### src/hdl/clns_pkg.sv
// Shared types and constants for the character LCD nibble sequencer.
// No dependencies; imported by the controller, datapath, top level and checker.
package clns_pkg;

    localparam int STEP_W = 4;

    localparam logic [STEP_W-1:0] INIT_LAST_STEP = STEP_W'(11);
    localparam logic [STEP_W-1:0] BYTE_LAST_STEP = STEP_W'(1);

    typedef enum logic [1:0] {
        OP_INIT   = 2'd0,
        OP_CURSOR = 2'd1,
        OP_CHAR   = 2'd2,
        OP_NONE   = 2'd3
    } t_opcode;

    typedef enum logic [2:0] {
        CFG_TWO_LINES  = 3'd0,
        CFG_BIG_FONT   = 3'd1,
        CFG_DISPLAY_ON = 3'd2,
        CFG_CURSOR_ON  = 3'd3,
        CFG_BLINK_ON   = 3'd4,
        CFG_ENTRY_INC  = 3'd5,
        CFG_ENTRY_SHFT = 3'd6
    } t_cfg_idx;

    localparam logic [3:0] NIB_WAKE  = 4'h3;
    localparam logic [3:0] NIB_4BIT  = 4'h2;

    localparam logic [7:0] CMD_FSET  = 8'h20;
    localparam logic [7:0] CMD_DCTL  = 8'h08;
    localparam logic [7:0] CMD_CLEAR = 8'h01;
    localparam logic [7:0] CMD_EMODE = 8'h04;
    localparam logic [7:0] CMD_ADDR  = 8'h80;

    localparam logic [15:0] WAIT_POWER_UP = 16'd50000;
    localparam logic [12:0] WAIT_WAKE_1   = 13'd4200;
    localparam logic [12:0] WAIT_WAKE_2   = 13'd150;
    localparam logic [12:0] WAIT_DCTL     = 13'd2000;

    // controller -> datapath
    typedef struct packed {
        logic              load;
        logic [STEP_W-1:0] step;
    } t_ctl_cmd;

    // datapath -> controller
    typedef struct packed {
        logic op_valid;
        logic last;
    } t_dp_status;

endpackage

### src/hdl/clns_ctrl.sv
// Sequencing controller: handshakes and nibble step counter.
// Depends on clns_pkg.
module clns_ctrl (
    input  logic                  i_clk,
    input  logic                  i_rst_n,
    input  logic                  i_in_valid,
    output logic                  o_in_stall,
    output logic                  o_out_valid,
    input  logic                  i_out_stall,
    output clns_pkg::t_ctl_cmd    o_cmd,
    input  clns_pkg::t_dp_status  i_status
);
    import clns_pkg::*;

    typedef enum logic {
        ST_IDLE,
        ST_SEND
    } t_state;

    t_state            r_state;
    logic [STEP_W-1:0] r_step;
    logic              r_out_valid;
    logic              r_in_stall;

    always_ff @(posedge i_clk) begin
        if (!i_rst_n) begin
            r_state     <= ST_IDLE;
            r_step      <= '0;
            r_out_valid <= 1'b0;
            r_in_stall  <= 1'b0;
        end else begin
            unique case (r_state)
                ST_IDLE: begin
                    // an unused opcode is taken and dropped
                    if (i_in_valid && i_status.op_valid) begin
                        r_state     <= ST_SEND;
                        r_step      <= '0;
                        r_out_valid <= 1'b1;
                        r_in_stall  <= 1'b1;
                    end
                end
                ST_SEND: begin
                    if (!i_out_stall) begin
                        if (i_status.last) begin
                            r_state     <= ST_IDLE;
                            r_out_valid <= 1'b0;
                            r_in_stall  <= 1'b0;
                        end else begin
                            r_step <= r_step + STEP_W'(1);
                        end
                    end
                end
                default: r_state <= ST_IDLE;
            endcase
        end
    end

    assign o_cmd.load  = i_in_valid && (r_state == ST_IDLE);
    assign o_cmd.step  = r_step;
    assign o_out_valid = r_out_valid;
    assign o_in_stall  = r_in_stall;

endmodule

### src/hdl/clns_datapath.sv
// Datapath: config bits, latched request and nibble/wait generation per step.
// Depends on clns_pkg.
module clns_datapath (
    input  logic                  i_clk,
    input  logic                  i_rst_n,
    input  logic                  i_cfg_wr,
    input  logic [2:0]            i_cfg_index,
    input  logic                  i_cfg_data,
    input  logic [1:0]            i_opcode,
    input  logic                  i_row,
    input  logic [5:0]            i_col,
    input  logic [7:0]            i_char_code,
    input  clns_pkg::t_ctl_cmd    i_cmd,
    output clns_pkg::t_dp_status  o_status,
    output logic                  o_rs_data,
    output logic [3:0]            o_nibble,
    output logic [15:0]           o_wait_before_us,
    output logic [12:0]           o_wait_after_us
);
    import clns_pkg::*;

    logic r_two_lines, r_big_font, r_display_on, r_cursor_on;
    logic r_blink_on, r_entry_inc, r_entry_shft;

    t_opcode    r_op;
    logic [7:0] r_byte;    // address command or character, built at load

    logic [7:0] n_byte;
    logic [7:0] cur_byte;
    logic [6:0] addr;

    always_ff @(posedge i_clk) begin
        if (!i_rst_n) begin
            r_two_lines  <= 1'b1;
            r_big_font   <= 1'b0;
            r_display_on <= 1'b1;
            r_cursor_on  <= 1'b0;
            r_blink_on   <= 1'b0;
            r_entry_inc  <= 1'b1;
            r_entry_shft <= 1'b0;
        end else if (i_cfg_wr) begin
            unique case (t_cfg_idx'(i_cfg_index))
                CFG_TWO_LINES:  r_two_lines  <= i_cfg_data;
                CFG_BIG_FONT:   r_big_font   <= i_cfg_data;
                CFG_DISPLAY_ON: r_display_on <= i_cfg_data;
                CFG_CURSOR_ON:  r_cursor_on  <= i_cfg_data;
                CFG_BLINK_ON:   r_blink_on   <= i_cfg_data;
                CFG_ENTRY_INC:  r_entry_inc  <= i_cfg_data;
                CFG_ENTRY_SHFT: r_entry_shft <= i_cfg_data;
                default: ;
            endcase
        end
    end

    assign addr   = r_two_lines ? {i_row, i_col} : {1'b0, i_col};
    assign n_byte = (t_opcode'(i_opcode) == OP_CURSOR) ? (CMD_ADDR | {1'b0, addr})
                                                       : i_char_code;

    always_ff @(posedge i_clk) begin
        if (i_cmd.load) begin
            r_op   <= t_opcode'(i_opcode);
            r_byte <= n_byte;
        end
    end

    assign o_status.op_valid = (t_opcode'(i_opcode) != OP_NONE);
    assign o_status.last     = (r_op == OP_INIT) ? (i_cmd.step == INIT_LAST_STEP)
                                                 : (i_cmd.step == BYTE_LAST_STEP);

    // init command bytes follow the four wake-up nibbles, two steps each
    always_comb begin
        cur_byte = r_byte;
        if (r_op == OP_INIT) begin
            case (i_cmd.step[3:1])
                3'd2:    cur_byte = CMD_FSET | {4'b0, r_two_lines, r_big_font, 2'b0};
                3'd3:    cur_byte = CMD_DCTL | {5'b0, r_display_on, r_cursor_on, r_blink_on};
                3'd4:    cur_byte = CMD_CLEAR;
                default: cur_byte = CMD_EMODE | {6'b0, r_entry_inc, r_entry_shft};
            endcase
        end
    end

    always_comb begin
        o_rs_data        = (r_op == OP_CHAR);
        o_nibble         = i_cmd.step[0] ? cur_byte[3:0] : cur_byte[7:4];
        o_wait_before_us = '0;
        o_wait_after_us  = '0;
        if (r_op == OP_INIT) begin
            case (i_cmd.step)
                STEP_W'(0): begin
                    o_nibble         = NIB_WAKE;
                    o_wait_before_us = WAIT_POWER_UP;
                    o_wait_after_us  = WAIT_WAKE_1;
                end
                STEP_W'(1): begin
                    o_nibble        = NIB_WAKE;
                    o_wait_after_us = WAIT_WAKE_2;
                end
                STEP_W'(2): o_nibble = NIB_WAKE;
                STEP_W'(3): o_nibble = NIB_4BIT;
                STEP_W'(7): o_wait_after_us = WAIT_DCTL;
                default: ;
            endcase
        end
    end

endmodule

### src/hdl/char_lcd_nibble_sequencer.sv
// Character LCD nibble sequencer, 4-bit bus: turns requests into nibble beats.
// The first nibble is valid in the cycle after the request beat is taken.
// Throughput: one nibble per cycle without back-pressure; init is 12 beats,
// set-cursor and write-char 2, and a new request is stalled until the last
// beat is sent. An unused opcode is taken and gives nothing.
// Reset (synchronous, active low) idles the block and loads default config.
module char_lcd_nibble_sequencer (
    input  logic        i_clk,
    input  logic        i_rst_n,
    input  logic        i_cfg_valid,
    output logic        o_cfg_ready,
    input  logic [2:0]  i_cfg_index,
    input  logic        i_cfg_data,
    input  logic        i_in_valid,
    output logic        o_in_stall,
    input  logic [1:0]  i_opcode,
    input  logic        i_row,
    input  logic [5:0]  i_col,
    input  logic [7:0]  i_char_code,
    output logic        o_out_valid,
    input  logic        i_out_stall,
    output logic        o_rs_data,
    output logic [3:0]  o_nibble,
    output logic [15:0] o_wait_before_us,
    output logic [12:0] o_wait_after_us,
    output logic        o_last
);
    import clns_pkg::*;

    t_ctl_cmd   cmd;
    t_dp_status status;

    assign o_cfg_ready = 1'b1;
    assign o_last      = status.last;

    clns_ctrl u_ctrl (
        .i_clk       (i_clk),
        .i_rst_n     (i_rst_n),
        .i_in_valid  (i_in_valid),
        .o_in_stall  (o_in_stall),
        .o_out_valid (o_out_valid),
        .i_out_stall (i_out_stall),
        .o_cmd       (cmd),
        .i_status    (status)
    );

    clns_datapath u_dp (
        .i_clk            (i_clk),
        .i_rst_n          (i_rst_n),
        .i_cfg_wr         (i_cfg_valid & o_cfg_ready),
        .i_cfg_index      (i_cfg_index),
        .i_cfg_data       (i_cfg_data),
        .i_opcode         (i_opcode),
        .i_row            (i_row),
        .i_col            (i_col),
        .i_char_code      (i_char_code),
        .i_cmd            (cmd),
        .o_status         (status),
        .o_rs_data        (o_rs_data),
        .o_nibble         (o_nibble),
        .o_wait_before_us (o_wait_before_us),
        .o_wait_after_us  (o_wait_after_us)
    );

endmodule

### config.mk
export PLATFORM = sky130hd
export DESIGN_NAME = char_lcd_nibble_sequencer
export DESIGN_NICKNAME = d
export VERILOG_FILES = /design/src/hdl/clns_pkg.sv /design/src/hdl/clns_ctrl.sv /design/src/hdl/clns_datapath.sv /design/src/hdl/char_lcd_nibble_sequencer.sv
export SDC_FILE = /design/constraint.sdc
export NUM_CORES = 1
export LEC_CHECK = 0
export ABC_CLOCK_PERIOD_IN_PS = 5170
export BUFFER_PORTS_ARGS = -buffer_cell sky130_fd_sc_hd__buf_2
export CAP_MARGIN = 20
export CORE_MARGIN = 2
export CORE_UTILIZATION = 26
export DETAILED_ROUTE_END_ITERATION = 16
export PLACE_DENSITY = 0.52
export SYNTH_ARGS = -nofsm -noshare
export SYNTH_HDL_FRONTEND = slang
export SYNTH_HIERARCHICAL = 1
export SYNTH_SLANG_ARGS = --single-unit
### constraint.sdc
create_clock -name i_clk -period 5.17 [get_ports i_clk]
set_clock_uncertainty 0.1 [all_clocks]
set_input_delay 0 -clock i_clk [delete_from_list [all_inputs] [get_ports i_clk]]
set_output_delay 0 -clock i_clk [all_outputs]
set_load 0.01 [all_outputs]
# Word-level counts from Yosys, hierarchy flattened

Cells that the tools add are included.

Equality and inequality tests: 21
Mux-type cells: 24
Reduce and logical (&&, ||, !) cells: 15
Bitwise operators: 1
$add $sub $neg: 1

Operator list:

| operator            | number |
|---|---|
| $pmux 13 s3         | 1 |
| $mux 16             | 2 |
| $mux 4              | 5 |
| $pmux 6 s3          | 1 |
| $pmux 4 s2          | 2 |
| $mux 7              | 2 |
| $reduce_and 2->1    | 7 |
| $mux 13             | 1 |
| $eq 3x2->1 const B  | 4 |
| $eq 3x3->1 const B  | 4 |
| $eq 4x2->1 const B  | 2 |
| $mux 8              | 1 |
| $ne 2x2->1 const B  | 4 |
| $mux 1              | 7 |
| $reduce_and 3->1    | 2 |
| $add 4x1->4 const B | 1 |
| $eq 4x1->1 const B  | 1 |
| $eq 4x3->1 const B  | 1 |
| $eq 4x4->1 const B  | 1 |
| $logic_not 4->1     | 1 |
| $pmux 1 s2          | 2 |
| $eq 3x1->1 const B  | 1 |
| $logic_not 3->1     | 1 |
| $reduce_or 3->1     | 1 |
| other kinds (6)     | 7 |

Output and inout bits: 38
Logic and storage cells: 75
Register bits: 23
Input port bits: 26

# Depth between registers and ports, before layout

Gate-level depths: netlist of run 1.

Depth in word-level cells: 6
Mapped depth: 6
Mapped depth without buffers: 6

# Hierarchy

Netlist of run 1, hierarchy kept.

By module, submodules not included:

| module                    | area an instance (um2) | cells an instance | times used |
|---|---|---|---|
| clns_datapath             | 1196.1                 | 135               | 1 |
| clns_ctrl                 | 301.5                  | 35                | 1 |
| char_lcd_nibble_sequencer | 11.3                   | 2                 | 1 |

# Worst setup path before layout of run 1

Ideal clock, no wire load.

Path type: reg-to-reg
From: register u_dp.r_op[1]
To: register u_ctrl.r_step[0]
Path buffers: 0
Arrival time: 1.833 ns
Period minus slack after synthesis: 2.048 ns
Library setup time: 0.115 ns
Path slack: 3.122 ns
Stages on the path, launching flop included: 7
Required time: 4.955 ns
Cell sequence: edfxtp_1 > nor2_1 > nor3_1 > o211a_1 > or3b_4 > and3_1 > o21a_1

Longest elaborated chain between the ends: 4

RTL lines:

| element                    | line                            | source |
|---|---|---|
| from (decl)                | clns_datapath.sv:25             | `t_opcode r_op;` |
| from (signal assigned)     | clns_datapath.sv:61             | `r_op <= t_opcode'(i_opcode);` |
| $logic_not 2->1            | clns_datapath.sv:67             | `assign o_status.last = (r_op == OP_INIT) ? (i_cmd.step == INIT_LAST_STEP)` |
| $mux 1                     | clns_datapath.sv:67             |  |
| net o_last                 | char_lcd_nibble_sequencer.sv:26 | `output logic o_last` |
| $ne 2x2->1 (no line)       | n/a                             |  |
| $reduce_and 3->1 (no line) | n/a                             |  |
| to (signal assigned)       | clns_ctrl.sv:49                 | `r_step <= r_step + STEP_W'(1);` |
| to (decl)                  | clns_ctrl.sv:21                 | `logic [STEP_W-1:0] r_step;` |

The timed path passes the listed nets, and every way through them passes these cells.
A chain may end at the register's enable or synchronous reset.

# Worst setup path after layout of run 1

From: input port i_opcode[1]
To: register u_dp.r_byte[3] (data pin)

Longest elaborated chain between the ends: 2

RTL lines:

| element              | line                            | source |
|---|---|---|
| from (decl)          | char_lcd_nibble_sequencer.sv:16 | `input logic [1:0] i_opcode,` |
| $eq 2x1->1           | clns_datapath.sv:56             | `assign n_byte = (t_opcode'(i_opcode) == OP_CURSOR) ? (CMD_ADDR \| {1'b0, addr})` |
| $mux 7               | clns_datapath.sv:56             |  |
| net u_dp.n_byte[3]   | clns_datapath.sv:28             | `logic [7:0] n_byte;` |
| to (signal assigned) | clns_datapath.sv:62             | `r_byte <= n_byte;` |
| to (decl)            | clns_datapath.sv:26             | `logic [7:0] r_byte;` |

The timed path passes the listed nets, and every way through them passes these cells.

==> results of run 1 <==
[power by group through the flow]
stage / clock, uW / combinational, uW / sequential [uW]
2_1_floorplan: 0 / 57.2 / 208
3_3_place_gp: 0 / 70.1 / 210
3_5_place_dp: 0 / 70.6 / 210
4_1_cts: 116 / 84.3 / 206
5_1_grt: 123 / 93.6 / 208
6_report: 110 / 83.9 / 206
[layout make-up]
class                   instances  area (sq um)  share of cell area, %
clock buffers                   3          41.3                   2.15
well taps                      72          90.1                   4.68
repair buffers                 71           460                   23.9
clock inverters                 1          5.00                  0.260
flip-flops and latches         23           561                   29.1
inverters                       6          22.5                   1.17
multi-input cells             123           743                   38.6
[per-layer routing]
layer,part of all wire [%],global-route usage (%)
met1,46,13.1
met2,47,17.8
met3,6.3,1.80
met4,0.93,3.73
met5,0,0
[state kept, by name, indices dropped and copies added (netlist names)]
register           count
u_dp/r_big_font        1
u_ctrl/r_state         1
u_dp/r_two_lines       1
u_dp/r_entry_inc       1
u_dp/r_blink_on        1
u_ctrl/r_step          4
u_dp/r_display_on      1
u_dp/r_op              2
u_ctrl/o_in_stall      1
u_dp/r_entry_shft      1
u_dp/r_byte            8
u_dp/r_cursor_on       1
[how the worst max path moves through the flow]
stage                 start                to  slack, ps  depth (start not counted)
3_3_place_gp   u_dp/r_op[1]  u_ctrl/r_step[0]       3050                          6
6_report        i_opcode[1]    u_dp/r_byte[3]       2970                          5
4_1_cts         i_opcode[1]    u_dp/r_byte[3]       2960                          5
3_5_place_dp   u_dp/r_op[1]  u_ctrl/r_step[0]       3030                          6
2_1_floorplan  u_dp/r_op[1]  u_ctrl/r_step[0]       3120                          6
5_1_grt        u_dp/r_op[1]  u_ctrl/r_step[2]       2820                          6
[cells in the final DEF, fill, tap and decap left out, types with 8 or more instances in the layout]
cell type                       count
sky130_fd_sc_hd__a21oi_1            8
sky130_fd_sc_hd__buf_2             50
sky130_fd_sc_hd__conb_1            13
sky130_fd_sc_hd__dfxtp_1           13
sky130_fd_sc_hd__dlygate4sd3_1     21
sky130_fd_sc_hd__edfxtp_1          10
sky130_fd_sc_hd__nand2_1           15
sky130_fd_sc_hd__nor2_1            14
sky130_fd_sc_hd__nor3b_1            8
sky130_fd_sc_hd__o21ai_0           10
[synth_stat cells, drive strengths merged]
library cell / instances / area, sq um
nand4b: 2 / 17.5
inv: 6 / 22.5
or3b: 1 / 11.3
nand2: 15 / 56.3
nand3b: 2 / 15.0
nor3b: 8 / 60.1
o211a: 1 / 10.0
dfxtp: 13 / 260
clkbuf: 2 / 7.51
buf: 29 / 216
nor3: 2 / 10.0
a41oi: 1 / 8.76
and3: 2 / 12.5
a41o: 1 / 10.0
nor4bb: 1 / 10.0
nand2b: 2 / 12.5
nor2b: 6 / 37.5
a221o: 1 / 10.0
nand3: 4 / 20.0
o211ai: 1 / 7.51
mux2i: 6 / 60.1
or3: 2 / 12.5
a31oi: 2 / 12.5
a21oi: 8 / 40.0
mux2: 6 / 67.6
o22ai: 1 / 6.26
nor2: 14 / 52.6
o21a: 1 / 7.51
edfxtp: 10 / 300
ha: 1 / 12.5
a311oi: 3 / 26.3
o31ai: 1 / 7.51
or2: 2 / 12.5
o21ai: 12 / 60.1
and2b: 1 / 7.51
conb: 2 / 7.51
[per-stage QoR]
stage	area, sq um	cells
floorplan	1550	183
global placement	1670	274
detailed placement	1670	274
CTS	1920	299
global route	1920	299
finish	1920	299
[worst max-delay path, stage by stage]
cell	delay, ps
sky130_fd_sc_hd__dlygate4sd3_1	530
sky130_fd_sc_hd__buf_2	140
sky130_fd_sc_hd__nor2b_1	490
sky130_fd_sc_hd__mux2_2	400
sky130_fd_sc_hd__dlygate4sd3_1	550
[kinds of logic after synthesis]
logic type	after synthesis
simple gates	64
buf+inv	37
compound gates	33
flops	23
mux	12
other cells	2
fa+ha+maj	1
==> run_summary.xml, run 1 <==
<?xml version="1.0" encoding="UTF-8"?>
<metrics>
  <group name="cts">
    <metric name="tritoncts" unit="">built</metric>
    <metric name="root_buffer" unit="">sky130_fd_sc_hd__clkbuf_8</metric>
    <metric name="clock_insertion_delay_at_the_later_pin_of_the_skew_report" unit="ps">260</metric>
    <metric name="cts_buffer_depth" unit="">2</metric>
    <metric name="ctsHoldBuffers" unit="">21</metric>
    <metric name="htree_levels" unit="">1</metric>
    <metric name="clock_transition_at_the_register_clock_pins_on_the_worst_setup_and_hold_paths_after_cts" unit="ps">80</metric>
    <metric name="cts_resized" unit="">0</metric>
    <metric name="cts.repair_timing.setup_buffer_count" unit="">0</metric>
    <metric name="cts_num_sinks" unit="">23</metric>
    <metric name="cts_inserted_buffers" unit="">3</metric>
  </group>
  <group name="floorplan">
    <metric name="pin_count" unit="">64</metric>
    <metric name="die_y" unit="microns">80.2</metric>
    <metric name="fp.dieW" unit="microns">80.2</metric>
    <metric name="initial_core_util" unit="%">27.2</metric>
    <metric name="core_area" unit="sq mm">0.00554</metric>
    <metric name="floorplan.die_area" unit="sq mm">0.00643</metric>
    <metric name="placement_rows" unit="">27</metric>
  </group>
  <group name="critical_path">
    <metric name="cp_data_arrival_time" unit="ps">2120</metric>
    <metric name="r2r-end" unit="">u_ctrl/r_step[0]</metric>
    <metric name="worstRegToRegCells" unit="">6</metric>
    <metric name="timing.critical_path.required" unit="ps">5080</metric>
    <metric name="worst-r2r-setup-slack" unit="ps">2990</metric>
    <metric name="worst_setup_path_start_kind" unit="">primary input</metric>
    <metric name="timing.critical_path.fanout_max" unit="">9</metric>
    <metric name="r2r_start" unit="">u_dp/r_op[1]</metric>
    <metric name="worstSetupEndpointType" unit="">flop</metric>
    <metric name="setup.worst_path.class" unit="">primary input to flop</metric>
  </group>
  <group name="power_and_ir_drop">
    <metric name="total_power" unit="uW">400</metric>
    <metric name="power.combinational.fraction" unit="%">21.0</metric>
    <metric name="fraction_of_power_consumed_by_sequential_logic" unit="%">51.6</metric>
    <metric name="cell_internal_pwr" unit="uW">296</metric>
    <metric name="cellPowerDensity" unit="mW/mm^2">208</metric>
    <metric name="switching_share" unit="%">26.1</metric>
    <metric name="power.switching" unit="uW">104</metric>
    <metric name="vdd_ir_drop_max" unit="uV">98.9</metric>
    <metric name="leakage" unit="uW">0.000853</metric>
    <metric name="pwr-share-clk" unit="%">27.4</metric>
  </group>
  <group name="sta">
    <metric name="finalCritPeriodShare" unit="%">42.6</metric>
    <metric name="worst_case_setup_margin_in_the_final_layout" unit="ps">2970</metric>
    <metric name="tightest_slew" unit="ps">616</metric>
    <metric name="clock.fmax" unit="MHz">454</metric>
    <metric name="setup_tns" unit="ps">0</metric>
    <metric name="grt_setup_unrepaired" unit="">false</metric>
    <metric name="finalCriticalPeriod" unit="ps">2200</metric>
    <metric name="max-slew-margin-rel" unit="%">58.9</metric>
    <metric name="final.hold.worst_slack" unit="ps">25.3</metric>
    <metric name="timing_hold_violations_final" unit="">0</metric>
    <metric name="final-max-slew-violation-count" unit="">0</metric>
    <metric name="setup_viol_count_final" unit="">0</metric>
  </group>
  <group name="route">
    <metric name="detailedRoute.firstPassIterationCount" unit="">4</metric>
    <metric name="postRouteAntennaNets" unit="">0</metric>
    <metric name="postRouteWirelength" unit="mm">3.33</metric>
    <metric name="vias" unit="">1303</metric>
    <metric name="first_iter_violations" unit="">58</metric>
    <metric name="drt-vias-per-instance" unit="">4.36</metric>
    <metric name="drt_wl_cell" unit="microns">11.1</metric>
    <metric name="drt_drc_violations_left" unit="">0</metric>
  </group>
  <group name="synth">
    <metric name="syn_area" unit="sq mm">0.00151</metric>
    <metric name="synth-seq-cells" unit="">23</metric>
    <metric name="synth_cell_types" unit="">40</metric>
    <metric name="synth-simple-area-share" unit="%">23.1</metric>
    <metric name="yosys.area_share.xor_xnor" unit="%">0</metric>
    <metric name="yosysWarnings" unit="">6</metric>
    <metric name="synth_compound_gate_area_share" unit="%">13.7</metric>
    <metric name="syn_area_per_cell" unit="sq um">8.77</metric>
    <metric name="ys_seq_area_share" unit="%">37.1</metric>
    <metric name="synth_mux_area_share" unit="%">8.46</metric>
    <metric name="synth_fa_ha_area_share" unit="%">0.829</metric>
    <metric name="synthCells" unit="">172</metric>
    <metric name="synth_top_family_by_area" unit="">simple AND/OR/NAND/NOR gates</metric>
  </group>
  <group name="hold_path">
    <metric name="startpoint_of_the_worst_hold_path" unit="">i_cfg_index[0]</metric>
    <metric name="min_path_cells" unit="">3</metric>
    <metric name="hold_path_end" unit="">u_dp/r_display_on</metric>
    <metric name="worst_hold_path_type" unit="">primary input to flop</metric>
  </group>
  <group name="status">
    <metric name="status" unit="">completed</metric>
  </group>
  <group name="layout">
    <metric name="layout.core_utilization" unit="%">34.7</metric>
    <metric name="areaGrowthSynthToFinish" unit="%">27.4</metric>
    <metric name="antenna-diode-count" unit="">0</metric>
    <metric name="final_layout_size_suffix_gt1_share" unit="%">27.3</metric>
    <metric name="filler_cell_count" unit="">594</metric>
    <metric name="design.final.nets" unit="">255</metric>
  </group>
  <group name="grt">
    <metric name="globalRouteTotalUtil" unit="%">10.4</metric>
    <metric name="via_count_of_the_first_global_routing_pass" unit="">1159</metric>
    <metric name="grt_start_max_net_pins" unit="">21</metric>
    <metric name="antenna_found_initial" unit="">0</metric>
    <metric name="global_route.overflow_total" unit="">0</metric>
    <metric name="grt_pass1_wl" unit="mm">5.24</metric>
  </group>
  <group name="placement">
    <metric name="detailedPlacementHpwl" unit="mm">2.43</metric>
    <metric name="port-buffer-count" unit="">50</metric>
    <metric name="detailedPlace.worstSlack" unit="ps">3030</metric>
    <metric name="gp_routability_congestion" unit="">0.795</metric>
  </group>
  <group name="run">
    <metric name="maxCapViolations" unit="">0</metric>
  </group>
</metrics>
(Power assumes the default switching activity.)
==> run 2: changes to the inputs <==
--- a/config.mk
+++ b/config.mk
@@ -5,13 +5,13 @@
 export SDC_FILE = /design/constraint.sdc
 export NUM_CORES = 1
 export LEC_CHECK = 0
-export ABC_CLOCK_PERIOD_IN_PS = 5170
+export ABC_CLOCK_PERIOD_IN_PS = 1800
 export BUFFER_PORTS_ARGS = -buffer_cell sky130_fd_sc_hd__buf_2
 export CAP_MARGIN = 20
 export CORE_MARGIN = 2
 export CORE_UTILIZATION = 26
 export DETAILED_ROUTE_END_ITERATION = 16
-export PLACE_DENSITY = 0.52
+export PLACE_DENSITY = 0.54
 export SYNTH_ARGS = -nofsm -noshare
 export SYNTH_HDL_FRONTEND = slang
 export SYNTH_HIERARCHICAL = 1
==> constraint.sdc (replaced) <==
create_clock -name i_clk -period 1.8 [get_ports i_clk]
set_clock_uncertainty 0.1 [all_clocks]
set_input_delay 0 -clock i_clk [delete_from_list [all_inputs] [get_ports i_clk]]
set_output_delay 0 -clock i_clk [all_outputs]
set_load 0.01 [all_outputs]
==> run_summary.xml, run 2 (same netlist as run 1, synthesis figures left out) <==
<?xml version="1.0" encoding="UTF-8"?>
<metrics>
  <group name="status">
    <metric name="status" unit="">complete, but fails checks</metric>
    <metric name="violations" unit="">negative setup slack</metric>
  </group>
  <group name="placement">
    <metric name="postPlaceCellArea" unit="sq mm">0.00174</metric>
    <metric name="port-buffer-count" unit="">50</metric>
    <metric name="detailedPlacementHpwl" unit="mm">2.48</metric>
    <metric name="gp_routability_congestion" unit="">0.726</metric>
  </group>
  <group name="cts">
    <metric name="root_buffer" unit="">sky130_fd_sc_hd__clkbuf_8</metric>
    <metric name="htree_levels" unit="">1</metric>
    <metric name="cts_num_sinks" unit="">23</metric>
    <metric name="cts_inserted_buffers" unit="">3</metric>
    <metric name="tritoncts" unit="">built</metric>
    <metric name="clock_insertion_delay_at_the_later_pin_of_the_skew_report" unit="ps">260</metric>
    <metric name="cts_buffer_depth" unit="">2</metric>
    <metric name="clock_transition_at_the_register_clock_pins_on_the_worst_setup_and_hold_paths_after_cts" unit="ps">80</metric>
  </group>
  <group name="route">
    <metric name="drt-vias-per-instance" unit="">4.50</metric>
    <metric name="vias" unit="">1398</metric>
    <metric name="drt_wl_cell" unit="microns">11.6</metric>
    <metric name="first_iter_violations" unit="">51</metric>
    <metric name="detailedRoute.firstPassIterationCount" unit="">4</metric>
    <metric name="drt_drc_violations_left" unit="">0</metric>
    <metric name="postRouteWirelength" unit="mm">3.62</metric>
    <metric name="postRouteAntennaNets" unit="">0</metric>
  </group>
  <group name="floorplan">
    <metric name="die_y" unit="microns">80.2</metric>
    <metric name="core_area" unit="sq mm">0.00554</metric>
    <metric name="floorplan.die_area" unit="sq mm">0.00643</metric>
    <metric name="placement_rows" unit="">27</metric>
    <metric name="fp.dieW" unit="microns">80.2</metric>
    <metric name="initial_core_util" unit="%">27.2</metric>
    <metric name="pin_count" unit="">64</metric>
  </group>
  <group name="power_and_ir_drop">
    <metric name="leakage" unit="uW">0.000917</metric>
    <metric name="cellPowerDensity" unit="mW/mm^2">563</metric>
    <metric name="vdd_ir_drop_max" unit="uV">351</metric>
  </group>
  <group name="critical_path">
    <metric name="worstSetupEndpointType" unit="">flop</metric>
    <metric name="timing.critical_path.required" unit="ps">1860</metric>
    <metric name="setup.worst_path.class" unit="">flop to flop</metric>
    <metric name="timing.critical_path.fanout_max" unit="">6</metric>
    <metric name="cp_data_arrival_time" unit="ps">1920</metric>
    <metric name="worst_setup_path_start_kind" unit="">flop</metric>
  </group>
  <group name="grt">
    <metric name="antenna_found_initial" unit="">0</metric>
    <metric name="grt.met2_usage" unit="%">19.6</metric>
    <metric name="busiest_layer" unit="">met2</metric>
    <metric name="global_route.overflow_total" unit="">0</metric>
    <metric name="met1_usage" unit="%">13.7</metric>
    <metric name="globalRouteTotalUtil" unit="%">11.2</metric>
    <metric name="grt_pass1_wl" unit="mm">5.68</metric>
    <metric name="via_count_of_the_first_global_routing_pass" unit="">1278</metric>
    <metric name="use_met3" unit="%">1.80</metric>
    <metric name="grt_start_max_net_pins" unit="">15</metric>
  </group>
  <group name="layout">
    <metric name="largest_registers" unit="">u_dp/r_byte: 8 flops, u_ctrl/r_step: 4 flops, u_dp/r_op: 2 flops</metric>
    <metric name="leading_cell_type_in_the_layout_fill_and_taps_excluded" unit="">sky130_fd_sc_hd__buf_2</metric>
    <metric name="areaGrowthSynthToFinish" unit="%">39.5</metric>
    <metric name="layout.core_utilization" unit="%">38.0</metric>
    <metric name="design.final.nets" unit="">267</metric>
    <metric name="final_cell_area" unit="sq mm">0.00210</metric>
    <metric name="layout.cells.most_common_list" unit="">50 x sky130_fd_sc_hd__buf_2, 21 x sky130_fd_sc_hd__dlygate4sd3_1, 14 x sky130_fd_sc_hd__nand2_1</metric>
    <metric name="final_layout_size_suffix_gt1_share" unit="%">38.1</metric>
    <metric name="largest_reg_flops" unit="">8</metric>
    <metric name="antenna-diode-count" unit="">0</metric>
    <metric name="register_ranked_first_by_flip_flop_count" unit="">u_dp/r_byte</metric>
    <metric name="filler_cell_count" unit="">566</metric>
  </group>
  <group name="sta">
    <metric name="tightest_slew" unit="ps">643</metric>
    <metric name="finalCritPeriodShare" unit="%">103</metric>
    <metric name="worst_case_setup_margin_in_the_final_layout" unit="ps">-51.3</metric>
    <metric name="grt_setup_unrepaired" unit="">true</metric>
    <metric name="setup_tns" unit="ps">-85.6</metric>
    <metric name="finalCriticalPeriod" unit="ps">1850</metric>
    <metric name="final.hold.worst_slack" unit="ps">20.4</metric>
    <metric name="setup_viol_count_final" unit="">2</metric>
    <metric name="final-max-slew-violation-count" unit="">0</metric>
    <metric name="max-slew-margin-rel" unit="%">57.0</metric>
    <metric name="clock.fmax" unit="MHz">540</metric>
    <metric name="timing_hold_violations_final" unit="">0</metric>
  </group>
  <group name="run">
    <metric name="maxCapViolations" unit="">0</metric>
  </group>
  <group name="hold_path">
    <metric name="worst_hold_path_type" unit="">primary input to flop</metric>
  </group>
</metrics>
[run 2: changes by cell type in the layout (fill, tap and decap cells not counted), moves of 2 or more]
| cell | previous run | this run |
|---|---|---|
| sky130_fd_sc_hd__buf_4 | 0 | 10 |
| sky130_fd_sc_hd__o21ai_2 | 0 | 3 |
| sky130_fd_sc_hd__o21ai_0 | 10 | 6 |
| sky130_fd_sc_hd__nor2_1 | 14 | 10 |
| sky130_fd_sc_hd__and3_1 | 2 | 0 |
| sky130_fd_sc_hd__and3_4 | 0 | 2 |
| sky130_fd_sc_hd__buf_6 | 0 | 2 |
| sky130_fd_sc_hd__nor2_2 | 0 | 2 |
| sky130_fd_sc_hd__nor2_4 | 0 | 2 |
[run 2: through the flow]
step | setup WS [ps] | power (uW) | std cells
floorplan | -125 | 763 | 183
global placement | -13.7 | 818 | 283
detailed placement | -45.5 | 819 | 283
CTS | -43.7 | 1190 | 310
global route | -136 | 1250 | 311
finish | -51.3 | 1180 | 311
[run 2: what timing repair did]
item                       4_1_cts  5_1_grt
hold buffers                    21        0
setup endpoints to repair       21       24
pin swaps                        5        2
resized for setup               10       14
hold endpoints to repair        19        0
setup buffers                    2        1
[run 2: final cells by class]
class | instances | area [sq um] | area share, %
multi-input combinational | 123 | 828 | 39.4
inverter | 6 | 22.5 | 1.07
timing repair buffer | 83 | 558 | 26.5
tap | 72 | 90.1 | 4.28
sequential | 23 | 561 | 26.6
clock buffer | 4 | 45.0 | 2.14
[run 2: worst max-delay path: stages, from the launching register on]
cell	delay, ps
sky130_fd_sc_hd__edfxtp_1	420
sky130_fd_sc_hd__nor2_4	50
sky130_fd_sc_hd__and3_4	170
sky130_fd_sc_hd__o211a_4	260
sky130_fd_sc_hd__or3b_4	420
sky130_fd_sc_hd__and3_4	180
sky130_fd_sc_hd__o21a_1	150
[run 2: metal layers]
metal	vias to the layer above	part of all wire, %
li1	703	-
met1	633	43
met2	55	51
met3	7	5.2
met4	0	1.7
met5	-	0
[run 2: path summary, 6_finish.rpt]
| path | depth (start not counted) | end | from | slack [ps] |
|---|---|---|---|---|
| min | 4 | u_dp/r_entry_inc | i_cfg_index[2] | 20 |
| max | 6 | u_ctrl/r_step[0] | u_dp/r_op[0] | -50 |
| min reg2reg | 2 | u_ctrl/o_in_stall | u_ctrl/o_in_stall | 370 |
| max reg2reg | 6 | u_ctrl/r_step[0] | u_dp/r_op[0] | -50 |
[run 2: report_power, final]
part | total, uW | switching, uW | internal [uW]
clock network | 315 | 157 | 158
registers | 591 | 17.9 | 573
logic | 278 | 137 | 141
total | 1180 | 312 | 871
